==> src/rtl/tpfl_pkg.sv <==
// Shared constants, codes and types of the two-pool free-list allocator.
`default_nettype none
package tpfl_pkg;

    localparam int POOL_SLOTS = 128;
    localparam int NUM_POOLS  = 2;
    localparam int IDX_W      = 7;
    localparam int SLOT_W     = $clog2(POOL_SLOTS);
    localparam int CNT_W      = SLOT_W + 1;
    localparam int ADDR_W     = SLOT_W + $clog2(NUM_POOLS);
    localparam int MEM_DEPTH  = NUM_POOLS * POOL_SLOTS;

    typedef enum logic {
        CMD_ALLOC = 1'b0,
        CMD_FREE  = 1'b1
    } t_cmd;

    typedef enum logic [1:0] {
        STAT_OK         = 2'd0,
        STAT_EXHAUSTED  = 2'd1,
        STAT_NULL_FREE  = 2'd2,
        STAT_NOT_IN_USE = 2'd3
    } t_status;

    typedef enum logic {
        S_IDLE,
        S_EXEC
    } t_state;

    typedef struct packed {
        logic [CNT_W-1:0] count;
        logic [CNT_W-1:0] low_mark;
    } t_pool_meta;

    typedef struct packed {
        logic              cnt_we;
        logic              pool;
        logic [CNT_W-1:0]  count;
        logic [CNT_W-1:0]  low_mark;
        logic              iu_set;
        logic [ADDR_W-1:0] iu_addr;
    } t_meta_upd;

endpackage
`default_nettype wire

==> src/rtl/tpfl_ram.sv <==
// Generic single-write, single-read synchronous RAM with registered read data.
`default_nettype none
module tpfl_ram #(
    parameter int WIDTH = 8,
    parameter int DEPTH = 256,
    localparam int AW = $clog2(DEPTH)
) (
    input  wire logic             i_clk,
    input  wire logic             i_we,
    input  wire logic [AW-1:0]    i_waddr,
    input  wire logic [WIDTH-1:0] i_wdata,
    input  wire logic             i_re,
    input  wire logic [AW-1:0]    i_raddr,
    output logic      [WIDTH-1:0] o_rdata
);

    logic [WIDTH-1:0] r_mem [DEPTH];
    logic [WIDTH-1:0] r_rdata;

    always_ff @(posedge i_clk) begin
        if (i_we) begin
            r_mem[i_waddr] <= i_wdata;
        end
        if (i_re) begin
            r_rdata <= r_mem[i_raddr];
        end
    end

    assign o_rdata = r_rdata;

endmodule
`default_nettype wire

==> src/rtl/tpfl_meta.sv <==
// Per-pool free counts, low-water marks and in-use written flags.
`default_nettype none
module tpfl_meta (
    input  wire logic                                       i_clk,
    input  wire logic                                       i_rst_n,
    input  wire tpfl_pkg::t_meta_upd                        i_upd,
    input  wire logic [tpfl_pkg::ADDR_W-1:0]                i_vld_addr,
    output logic                                            o_vld,
    output tpfl_pkg::t_pool_meta [tpfl_pkg::NUM_POOLS-1:0]  o_meta
);
    import tpfl_pkg::*;

    t_pool_meta [NUM_POOLS-1:0] r_meta;
    logic       [MEM_DEPTH-1:0] r_iu_vld;

    always_ff @(posedge i_clk) begin
        if (!i_rst_n) begin
            for (int p = 0; p < NUM_POOLS; p++) begin
                r_meta[p].count    <= CNT_W'(POOL_SLOTS);
                r_meta[p].low_mark <= CNT_W'(POOL_SLOTS);
            end
            r_iu_vld <= '0;
        end else begin
            if (i_upd.cnt_we) begin
                r_meta[i_upd.pool].count    <= i_upd.count;
                r_meta[i_upd.pool].low_mark <= i_upd.low_mark;
            end
            if (i_upd.iu_set) begin
                r_iu_vld[i_upd.iu_addr] <= 1'b1;
            end
        end
    end

    assign o_meta = r_meta;
    assign o_vld  = r_iu_vld[i_vld_addr];

    a_count_range: assert property (@(posedge i_clk) disable iff (!i_rst_n)
        r_meta[0].count <= CNT_W'(POOL_SLOTS) && r_meta[1].count <= CNT_W'(POOL_SLOTS))
        else $error("free count above pool size");

    a_low_mark: assert property (@(posedge i_clk) disable iff (!i_rst_n)
        r_meta[0].low_mark <= r_meta[0].count && r_meta[1].low_mark <= r_meta[1].count)
        else $error("low-water mark above free count");

endmodule
`default_nettype wire

==> src/rtl/two_pool_free_list_allocator.sv <==
// Top level: request sequencer, stack and in-use memories, result register.
//
// channel  | direction | handshake                  | word
// ---------+-----------+----------------------------+----------------------------------------
// in       | input     | i_in_valid / o_in_ready    | command, pool, slot_index, null_handle
// out      | output    | o_out_valid / i_out_ready  | granted_slot, result_status
//
// Per word: the accept cycle reads the stack top and the in-use bit; in the execute state,
// once the result register is free, it writes the needed memories and the result register.
// Reset: counts and low-water marks to POOL_SLOTS, written flags cleared; no clearing pass.
// Stack entries below the low-water mark read as their own index.
// A full result register holds the sequencer until the result is taken.
`default_nettype none
module two_pool_free_list_allocator (
    input  wire logic                        i_clk,
    input  wire logic                        i_rst_n,
    input  wire logic                        i_in_valid,
    output logic                             o_in_ready,
    input  wire logic                        i_command,
    input  wire logic                        i_pool,
    input  wire logic [tpfl_pkg::IDX_W-1:0]  i_slot_index,
    input  wire logic                        i_null_handle,
    output logic                             o_out_valid,
    input  wire logic                        i_out_ready,
    output logic      [tpfl_pkg::IDX_W-1:0]  o_granted_slot,
    output logic      [1:0]                  o_result_status
);
    import tpfl_pkg::*;

    t_state r_state, n_state;

    t_cmd             r_cmd;
    logic             r_pool;
    logic [IDX_W-1:0] r_slot;
    logic             r_null;

    logic             r_out_valid;
    logic [IDX_W-1:0] r_granted;
    t_status          r_status;

    logic in_acc, commit;

    t_pool_meta [NUM_POOLS-1:0] meta;
    t_pool_meta  cur;
    t_meta_upd   upd;
    logic        iu_vld;

    logic              stk_we;
    logic [ADDR_W-1:0] stk_waddr;
    logic [SLOT_W-1:0] stk_wdata;
    logic [ADDR_W-1:0] stk_raddr;
    logic [SLOT_W-1:0] stk_rdata;
    logic [CNT_W-1:0]  acc_top;

    logic              iu_we;
    logic [ADDR_W-1:0] iu_waddr;
    logic              iu_wdata;
    logic [ADDR_W-1:0] iu_raddr;
    logic              iu_rdata;

    logic [CNT_W-1:0]  top_idx;
    logic [SLOT_W-1:0] pop_slot;
    logic              used;
    t_status           n_status;
    logic [IDX_W-1:0]  n_granted;

    // next state
    always_comb begin
        n_state = r_state;
        case (r_state)
            S_IDLE: begin
                if (i_in_valid) begin
                    n_state = S_EXEC;
                end
            end
            S_EXEC: begin
                if (!r_out_valid || i_out_ready) begin
                    n_state = S_IDLE;
                end
            end
            default: n_state = S_IDLE;
        endcase
    end

    // state outputs
    always_comb begin
        o_in_ready = 1'b0;
        commit     = 1'b0;
        case (r_state)
            S_IDLE: o_in_ready = 1'b1;
            S_EXEC: commit     = !r_out_valid || i_out_ready;
            default: begin
                o_in_ready = 1'b0;
                commit     = 1'b0;
            end
        endcase
    end

    assign in_acc = i_in_valid && o_in_ready;

    always_ff @(posedge i_clk) begin
        if (!i_rst_n) begin
            r_state     <= S_IDLE;
            r_out_valid <= 1'b0;
        end else begin
            r_state <= n_state;
            if (commit) begin
                r_out_valid <= 1'b1;
            end else if (i_out_ready) begin
                r_out_valid <= 1'b0;
            end
        end
    end

    always_ff @(posedge i_clk) begin
        if (in_acc) begin
            r_cmd  <= t_cmd'(i_command);
            r_pool <= i_pool;
            r_slot <= i_slot_index;
            r_null <= i_null_handle;
        end
        if (commit) begin
            r_granted <= n_granted;
            r_status  <= n_status;
        end
    end

    // read addresses on accept
    assign acc_top   = meta[i_pool].count - CNT_W'(1);
    assign stk_raddr = {i_pool, acc_top[SLOT_W-1:0]};
    assign iu_raddr  = {i_pool, SLOT_W'(i_slot_index)};

    // execute
    assign cur      = meta[r_pool];
    assign top_idx  = cur.count - CNT_W'(1);
    assign pop_slot = (top_idx < cur.low_mark) ? top_idx[SLOT_W-1:0] : stk_rdata;
    assign used     = iu_vld && iu_rdata;

    always_comb begin
        n_status     = STAT_OK;
        n_granted    = '0;
        upd          = '0;
        upd.pool     = r_pool;
        upd.count    = cur.count;
        upd.low_mark = cur.low_mark;
        stk_we       = 1'b0;
        stk_waddr    = {r_pool, cur.count[SLOT_W-1:0]};
        stk_wdata    = SLOT_W'(r_slot);
        iu_we        = 1'b0;
        iu_waddr     = {r_pool, SLOT_W'(r_slot)};
        iu_wdata     = 1'b0;
        if (r_cmd == CMD_ALLOC) begin
            if (cur.count == '0 || cur.count > CNT_W'(POOL_SLOTS)) begin
                n_status = STAT_EXHAUSTED;
            end else begin
                n_granted  = IDX_W'(pop_slot);
                upd.cnt_we = commit;
                upd.count  = top_idx;
                if (top_idx < cur.low_mark) begin
                    upd.low_mark = top_idx;
                end
                iu_we       = commit;
                iu_waddr    = {r_pool, pop_slot};
                iu_wdata    = 1'b1;
                upd.iu_set  = commit;
                upd.iu_addr = {r_pool, pop_slot};
            end
        end else if (r_null) begin
            n_status = STAT_NULL_FREE;
        end else if (int'(r_slot) >= POOL_SLOTS || !used
                     || cur.count >= CNT_W'(POOL_SLOTS)) begin
            n_status = STAT_NOT_IN_USE;
        end else begin
            stk_we     = commit;
            iu_we      = commit;
            upd.cnt_we = commit;
            upd.count  = cur.count + CNT_W'(1);
        end
    end

    tpfl_ram #(
        .WIDTH (SLOT_W),
        .DEPTH (MEM_DEPTH)
    ) u_stack_ram (
        .i_clk   (i_clk),
        .i_we    (stk_we),
        .i_waddr (stk_waddr),
        .i_wdata (stk_wdata),
        .i_re    (in_acc),
        .i_raddr (stk_raddr),
        .o_rdata (stk_rdata)
    );

    tpfl_ram #(
        .WIDTH (1),
        .DEPTH (MEM_DEPTH)
    ) u_in_use_ram (
        .i_clk   (i_clk),
        .i_we    (iu_we),
        .i_waddr (iu_waddr),
        .i_wdata (iu_wdata),
        .i_re    (in_acc),
        .i_raddr (iu_raddr),
        .o_rdata (iu_rdata)
    );

    tpfl_meta u_meta (
        .i_clk      (i_clk),
        .i_rst_n    (i_rst_n),
        .i_upd      (upd),
        .i_vld_addr ({r_pool, SLOT_W'(r_slot)}),
        .o_vld      (iu_vld),
        .o_meta     (meta)
    );

    assign o_out_valid     = r_out_valid;
    assign o_granted_slot  = r_granted;
    assign o_result_status = r_status;

    a_accept_exec: assert property (@(posedge i_clk) disable iff (!i_rst_n)
        in_acc |=> r_state == S_EXEC)
        else $error("accepted word did not enter execute");

    a_commit_out: assert property (@(posedge i_clk) disable iff (!i_rst_n)
        commit |=> o_out_valid)
        else $error("completed word produced no result");

    a_fail_zero: assert property (@(posedge i_clk) disable iff (!i_rst_n)
        o_out_valid && o_result_status != STAT_OK |-> o_granted_slot == '0)
        else $error("nonzero slot on a failed result");

endmodule
`default_nettype wire
==> config.mk <==
export PLATFORM = sky130hd
export DESIGN_NAME = two_pool_free_list_allocator
export DESIGN_NICKNAME = d
export VERILOG_FILES = /design/src/rtl/tpfl_pkg.sv /design/src/rtl/tpfl_ram.sv /design/src/rtl/tpfl_meta.sv /design/src/rtl/two_pool_free_list_allocator.sv
export SDC_FILE = /design/constraint.sdc
export NUM_CORES = 2
export LEC_CHECK = 0
export ABC_CLOCK_PERIOD_IN_PS = 16270
export BUFFER_PORTS_ARGS = -buffer_cell sky130_fd_sc_hd__buf_2
export CORE_MARGIN = 1
export CORE_UTILIZATION = 55
export CTS_BUF_LIST = sky130_fd_sc_hd__clkbuf_8 sky130_fd_sc_hd__clkbuf_16
export DETAILED_ROUTE_END_ITERATION = 8
export PLACE_DENSITY = 0.67
export SLEW_MARGIN = 20
export SYNTH_ARGS = -nofsm -noshare
export SYNTH_HDL_FRONTEND = slang
export SYNTH_HIERARCHICAL = 1
export SYNTH_SLANG_ARGS = --single-unit
==> constraint.sdc <==
create_clock -name i_clk -period 16.27 [get_ports i_clk]
set_input_delay 1.627 -clock i_clk [delete_from_list [all_inputs] [get_ports i_clk]]
set_output_delay 1.627 -clock i_clk [all_outputs]
set_load 0.02 [all_outputs]
==> flow_metrics.env <==
export IMPL_status="finished, final reports clean"
export IMPL_numPortBuffers=24
export IMPL_clkTransAtPathRegs_ps=60
export IMPL_r2r_end="u_stack_ram/r_mem[205][5]$_DFFE_PP_"
export IMPL_antenna_found_initial=8
export IMPL_max_cap_viol_count=0
export IMPL_clock_sinks=2365
export IMPL_worstHoldStart="u_meta/r_iu_vld[170]$_SDFFE_PN0P_"
export IMPL_cts_path_max_buffers=3
export IMPL_synth_simple_area_share_pct=6.60
export IMPL_worstReg2RegStart="r_slot[1]$_DFFE_PP_"
export IMPL_die_w_um=419
export IMPL_num_vias=53100
export IMPL_die_area_mm2=0.176
export IMPL_viasPerCell=6.47
export IMPL_fin_worst_skew_ps=51.0
export IMPL_peakVddDrop_mv=0.124
export IMPL_clk_latency_ps=880
export IMPL_crit_fanout=58
export IMPL_fp_dieH_um=419
export IMPL_grt_overflow_total=0
export IMPL_ant_nets=0
export IMPL_sequentialPowerShare_pct=53.5
export IMPL_synth_distinct_cells=80
export IMPL_wl_um=239000
export IMPL_period_share_pct=42.5
export IMPL_synthAdderAreaFrac_pct=0.144
export IMPL_p_sw_share_pct=21.9
export IMPL_synth_edf_count=2075
export IMPL_finalPower_mw=12.4
export IMPL_synth_top_area_share_pct=65.1
export IMPL_power_density_mw_per_mm2=118
export IMPL_finalCriticalPeriod_ps=6910
export IMPL_holdPathStages=1
export IMPL_leakagePower_nw=34.5
export IMPL_syn_area_mm2=0.0958
export IMPL_track_usage_pct=27.3
export IMPL_syn_to_final_growth_pct=9.78
export IMPL_routabilityCongestion=0.904
export IMPL_p_int_mw=9.69
export IMPL_initial_core_util_pct=55.6
export IMPL_drive_gt1_share_pct=16.2
export IMPL_synthMuxAreaShare_pct=14.2
export IMPL_synthTopCellsByArea="edfxtp_1 65%, mux4_2 10%, dfxtp_1 6.1%, mux2i_1 3.2%, nor2_1 3.0%"
export IMPL_p_clk_share_pct=41.9
export IMPL_dp_final_hpwl_um=144000
export IMPL_finalHoldViolCount=0
export IMPL_critical_path_class="reg2reg"
export IMPL_place_area_mm2=0.0976
export IMPL_worstSetupStartpointType="flop"
export IMPL_async_reset_ff_share_pct=0
export IMPL_grt_pass1_wl_um=349000
export IMPL_cts_tree="built"
export IMPL_synth_xor_area_share_pct=0.180
export IMPL_avgSynthCellArea_um2=16.8
export IMPL_core_mm2=0.172
export IMPL_final_nets=5723
export IMPL_row_count=152
export IMPL_ys_ff_latch=2365
export IMPL_first_pass_iters=6
export IMPL_hold_end="u_meta/r_iu_vld[170]$_SDFFE_PN0P_"
export IMPL_crit_arrival_ps=7410
export IMPL_cts_resized=0
export IMPL_cts_inserted_buffers=228
export IMPL_cts_hold_buffers=0
export IMPL_tns_ps=0
export IMPL_switchingPower_mw=2.72
export IMPL_grt_max_degree=217
export IMPL_worstRegToRegCells=15
export IMPL_worstSetupEndpointType="flop"
export IMPL_post_route_cell_area_mm2=0.105
export IMPL_cts_root_buf="clkbuf_16"
export IMPL_grt_pass1_vias=51700
export IMPL_io_pins=25
export IMPL_synth_top_family_by_area="multiplexers"
export IMPL_post_cts_setup_buffers=0
export IMPL_synth_compound_area_share_pct=5.37
export IMPL_netlist_instances=5713
export IMPL_hold_class="reg2reg"
export IMPL_rsz0062_at_grt="false"
export IMPL_dominantRegCellSynth="edfxtp_1"
export IMPL_drtIter0Drc=6835
export IMPL_final_max_slew_violation_count=0
export IMPL_tightest_slew_ps=1250
export IMPL_post_drt_wl_per_cell_um=29.1
export IMPL_r2r_slack_ps=9360
export IMPL_yosysSeqAreaShare_pct=71.1
export IMPL_combPwrFrac_pct=4.7
export IMPL_relSlewSlack_pct=16.1
export IMPL_required_ps=16770
export IMPL_synth_nets=5738
export IMPL_setup_viol=0
export IMPL_cts_htree_levels=4
export IMPL_synth_warning_count=6
export IMPL_drc=0
export IMPL_fmax_mhz=145
export IMPL_synth_largest_area_cell="edfxtp_1"
layout by cell type (no fill, tap or decap), types with 10 or more instances in the layout:
| cell type | netlist | layout |
|---|---|---|
| o22ai_1 | 112 | 112 |
| a21oi_1 | 161 | 160 |
| clkbuf_8 | 0 | 15 |
| nor3_1 | 64 | 62 |
| a221oi_1 | 30 | 30 |
| clkbuf_16 | 0 | 228 |
| mux2_2 | 13 | 13 |
| a21boi_0 | 30 | 30 |
| o2111ai_1 | 16 | 16 |
| clkinv_2 | 0 | 43 |
| nor3b_1 | 11 | 10 |
| o21ai_0 | 37 | 37 |
| nand2b_1 | 28 | 27 |
| nor2_1 | 769 | 768 |
| mux4_2 | 437 | 437 |
| nor4_1 | 54 | 49 |
| nand2_1 | 198 | 197 |
| inv_1 | 20 | 76 |
| nand4_1 | 19 | 19 |
| clkinv_1 | 1 | 43 |
| mux2i_1 | 303 | 302 |
| ha_1 | 11 | 11 |
| buf_2 | 66 | 21 |
| a22o_1 | 23 | 23 |
| bufinv_16 | 0 | 18 |
| clkinv_16 | 0 | 10 |
| edfxtp_1 | 2075 | 2075 |
| nand3_1 | 78 | 77 |
| buf_4 | 32 | 93 |
| o21a_1 | 164 | 164 |
| a2111oi_0 | 13 | 12 |
| a31oi_1 | 13 | 13 |
| dfxtp_1 | 290 | 290 |
| mux4_1 | 22 | 22 |
| nor2b_1 | 138 | 137 |
| a22oi_1 | 70 | 70 |
through the flow:
step / instances / utilization [%] / setup WS, ps / hold slack (ps)
floorplan: 5713 / - / 8500 / 432
global placement: 7777 / 56.6 / 8800 / 438
detailed placement: 7777 / 56.6 / 8750 / 450
CTS: 8205 / 61.0 / 9390 / 464
global route: 8206 / 61.0 / 9070 / 474
finish: 8209 / 61.0 / 9360 / 461
logic make-up after synthesis:
group           Yosys count
flops                  2365
simple gates           1408
mux                     776
compound gates          742
buf+inv                 393
xor+xnor                 18
fa+ha+maj                11
cell type report:
cell class / instances / area (µm²)
Antenna cell: 3 / 7.51
Clock inverter: 185 / 1580
Clock buffer: 243 / 5910
Timing Repair Buffer: 125 / 996
Tap cell: 2310 / 2890
Fill cell: 12500 / 67200
Multi-Input combinational cell: 2955 / 25500
Inverter: 23 / 98.8
Sequential cell: 2365 / 68100
routing by layer:
metal  up-vias  wire length, µm  GRT usage, %
li1      22400                -             -
met5         -               27             0
met3       423            22800          6.14
met2      2569           112000          41.9
met4         4             6850          7.91
met1     27700            98100          39.3
cell usage after synthesis (11+ instances only):
master / count
nor2b_1: 138
dfxtp_1: 290
nand2_1: 198
clkbuf_1: 205
buf_2: 66
nor4_1: 54
a21oi_1: 161
a2111oi_0: 13
a22o_1: 23
inv_1: 20
mux2i_1: 303
edfxtp_1: 2075
buf_4: 32
buf_6: 34
nand2b_1: 28
a21boi_0: 30
a221oi_1: 30
mux2_2: 13
nor3_1: 64
xnor2_1: 12
nor2_1: 769
o2111ai_1: 16
o22ai_1: 112
a22oi_1: 70
nand4_1: 19
buf_12: 11
buf_8: 12
o21ai_0: 37
o21a_1: 164
mux4_1: 22
ha_1: 11
nor3b_1: 11
mux4_2: 437
nand3_1: 78
a31oi_1: 13
power by group through the flow:
stage	logic, mW	registers, mW	clock network (mW)
5_1_grt	0.608	6.63	5.50
2_1_floorplan	0.313	6.82	0
3_5_place_dp	0.569	6.76	0
6_report	0.578	6.63	5.19
4_1_cts	0.570	6.63	5.27
3_3_place_gp	0.561	6.76	0
flip-flops by register name, summed over array words and instances, names as in the netlist:
register,cells
o_granted_slot,7
o_out_valid,1
o_result_status,2
r_cmd,1
r_null,1
r_pool,1
r_slot,7
r_state,1
u_in_use_ram/o_rdata,1
u_in_use_ram/r_mem,256
u_meta/o_meta,32
u_meta/r_iu_vld,256
u_stack_ram/o_rdata,7
u_stack_ram/r_mem,1792
worst max-delay path, cell delays in order, from the launching register on:
cell      delay [ps]
edfxtp_1         350
buf_4            390
buf_4            740
mux2i_1          180
a221oi_1         310
o21ai_0          170
a32oi_1          310
nand3_1          130
a41oi_1          750
nand2_1          200
nor3_2           310
nand2_1          230
nor2_1           280
buf_4            310
nand4_1          770
nor2_1           970
worst max-delay path by stage:
stage                                           to  slack, ps                start  depth (start not counted)
2_1_floorplan  u_stack_ram/r_mem[234][0]$_DFFE_PP_       8500  r_slot[4]$_DFFE_PP_                         15
3_3_place_gp      u_stack_ram/o_rdata[5]$_DFFE_PP_       8800               i_pool                         13
3_5_place_dp      u_stack_ram/o_rdata[5]$_DFFE_PP_       8750               i_pool                         13
4_1_cts        u_stack_ram/r_mem[180][2]$_DFFE_PP_       9390  r_slot[1]$_DFFE_PP_                         16
5_1_grt          u_in_use_ram/r_mem[195]$_DFFE_PP_       9070  r_slot[1]$_DFFE_PP_                         15
6_report       u_stack_ram/r_mem[205][5]$_DFFE_PP_       9360  r_slot[1]$_DFFE_PP_                         15
(Power assumes the default switching activity.)
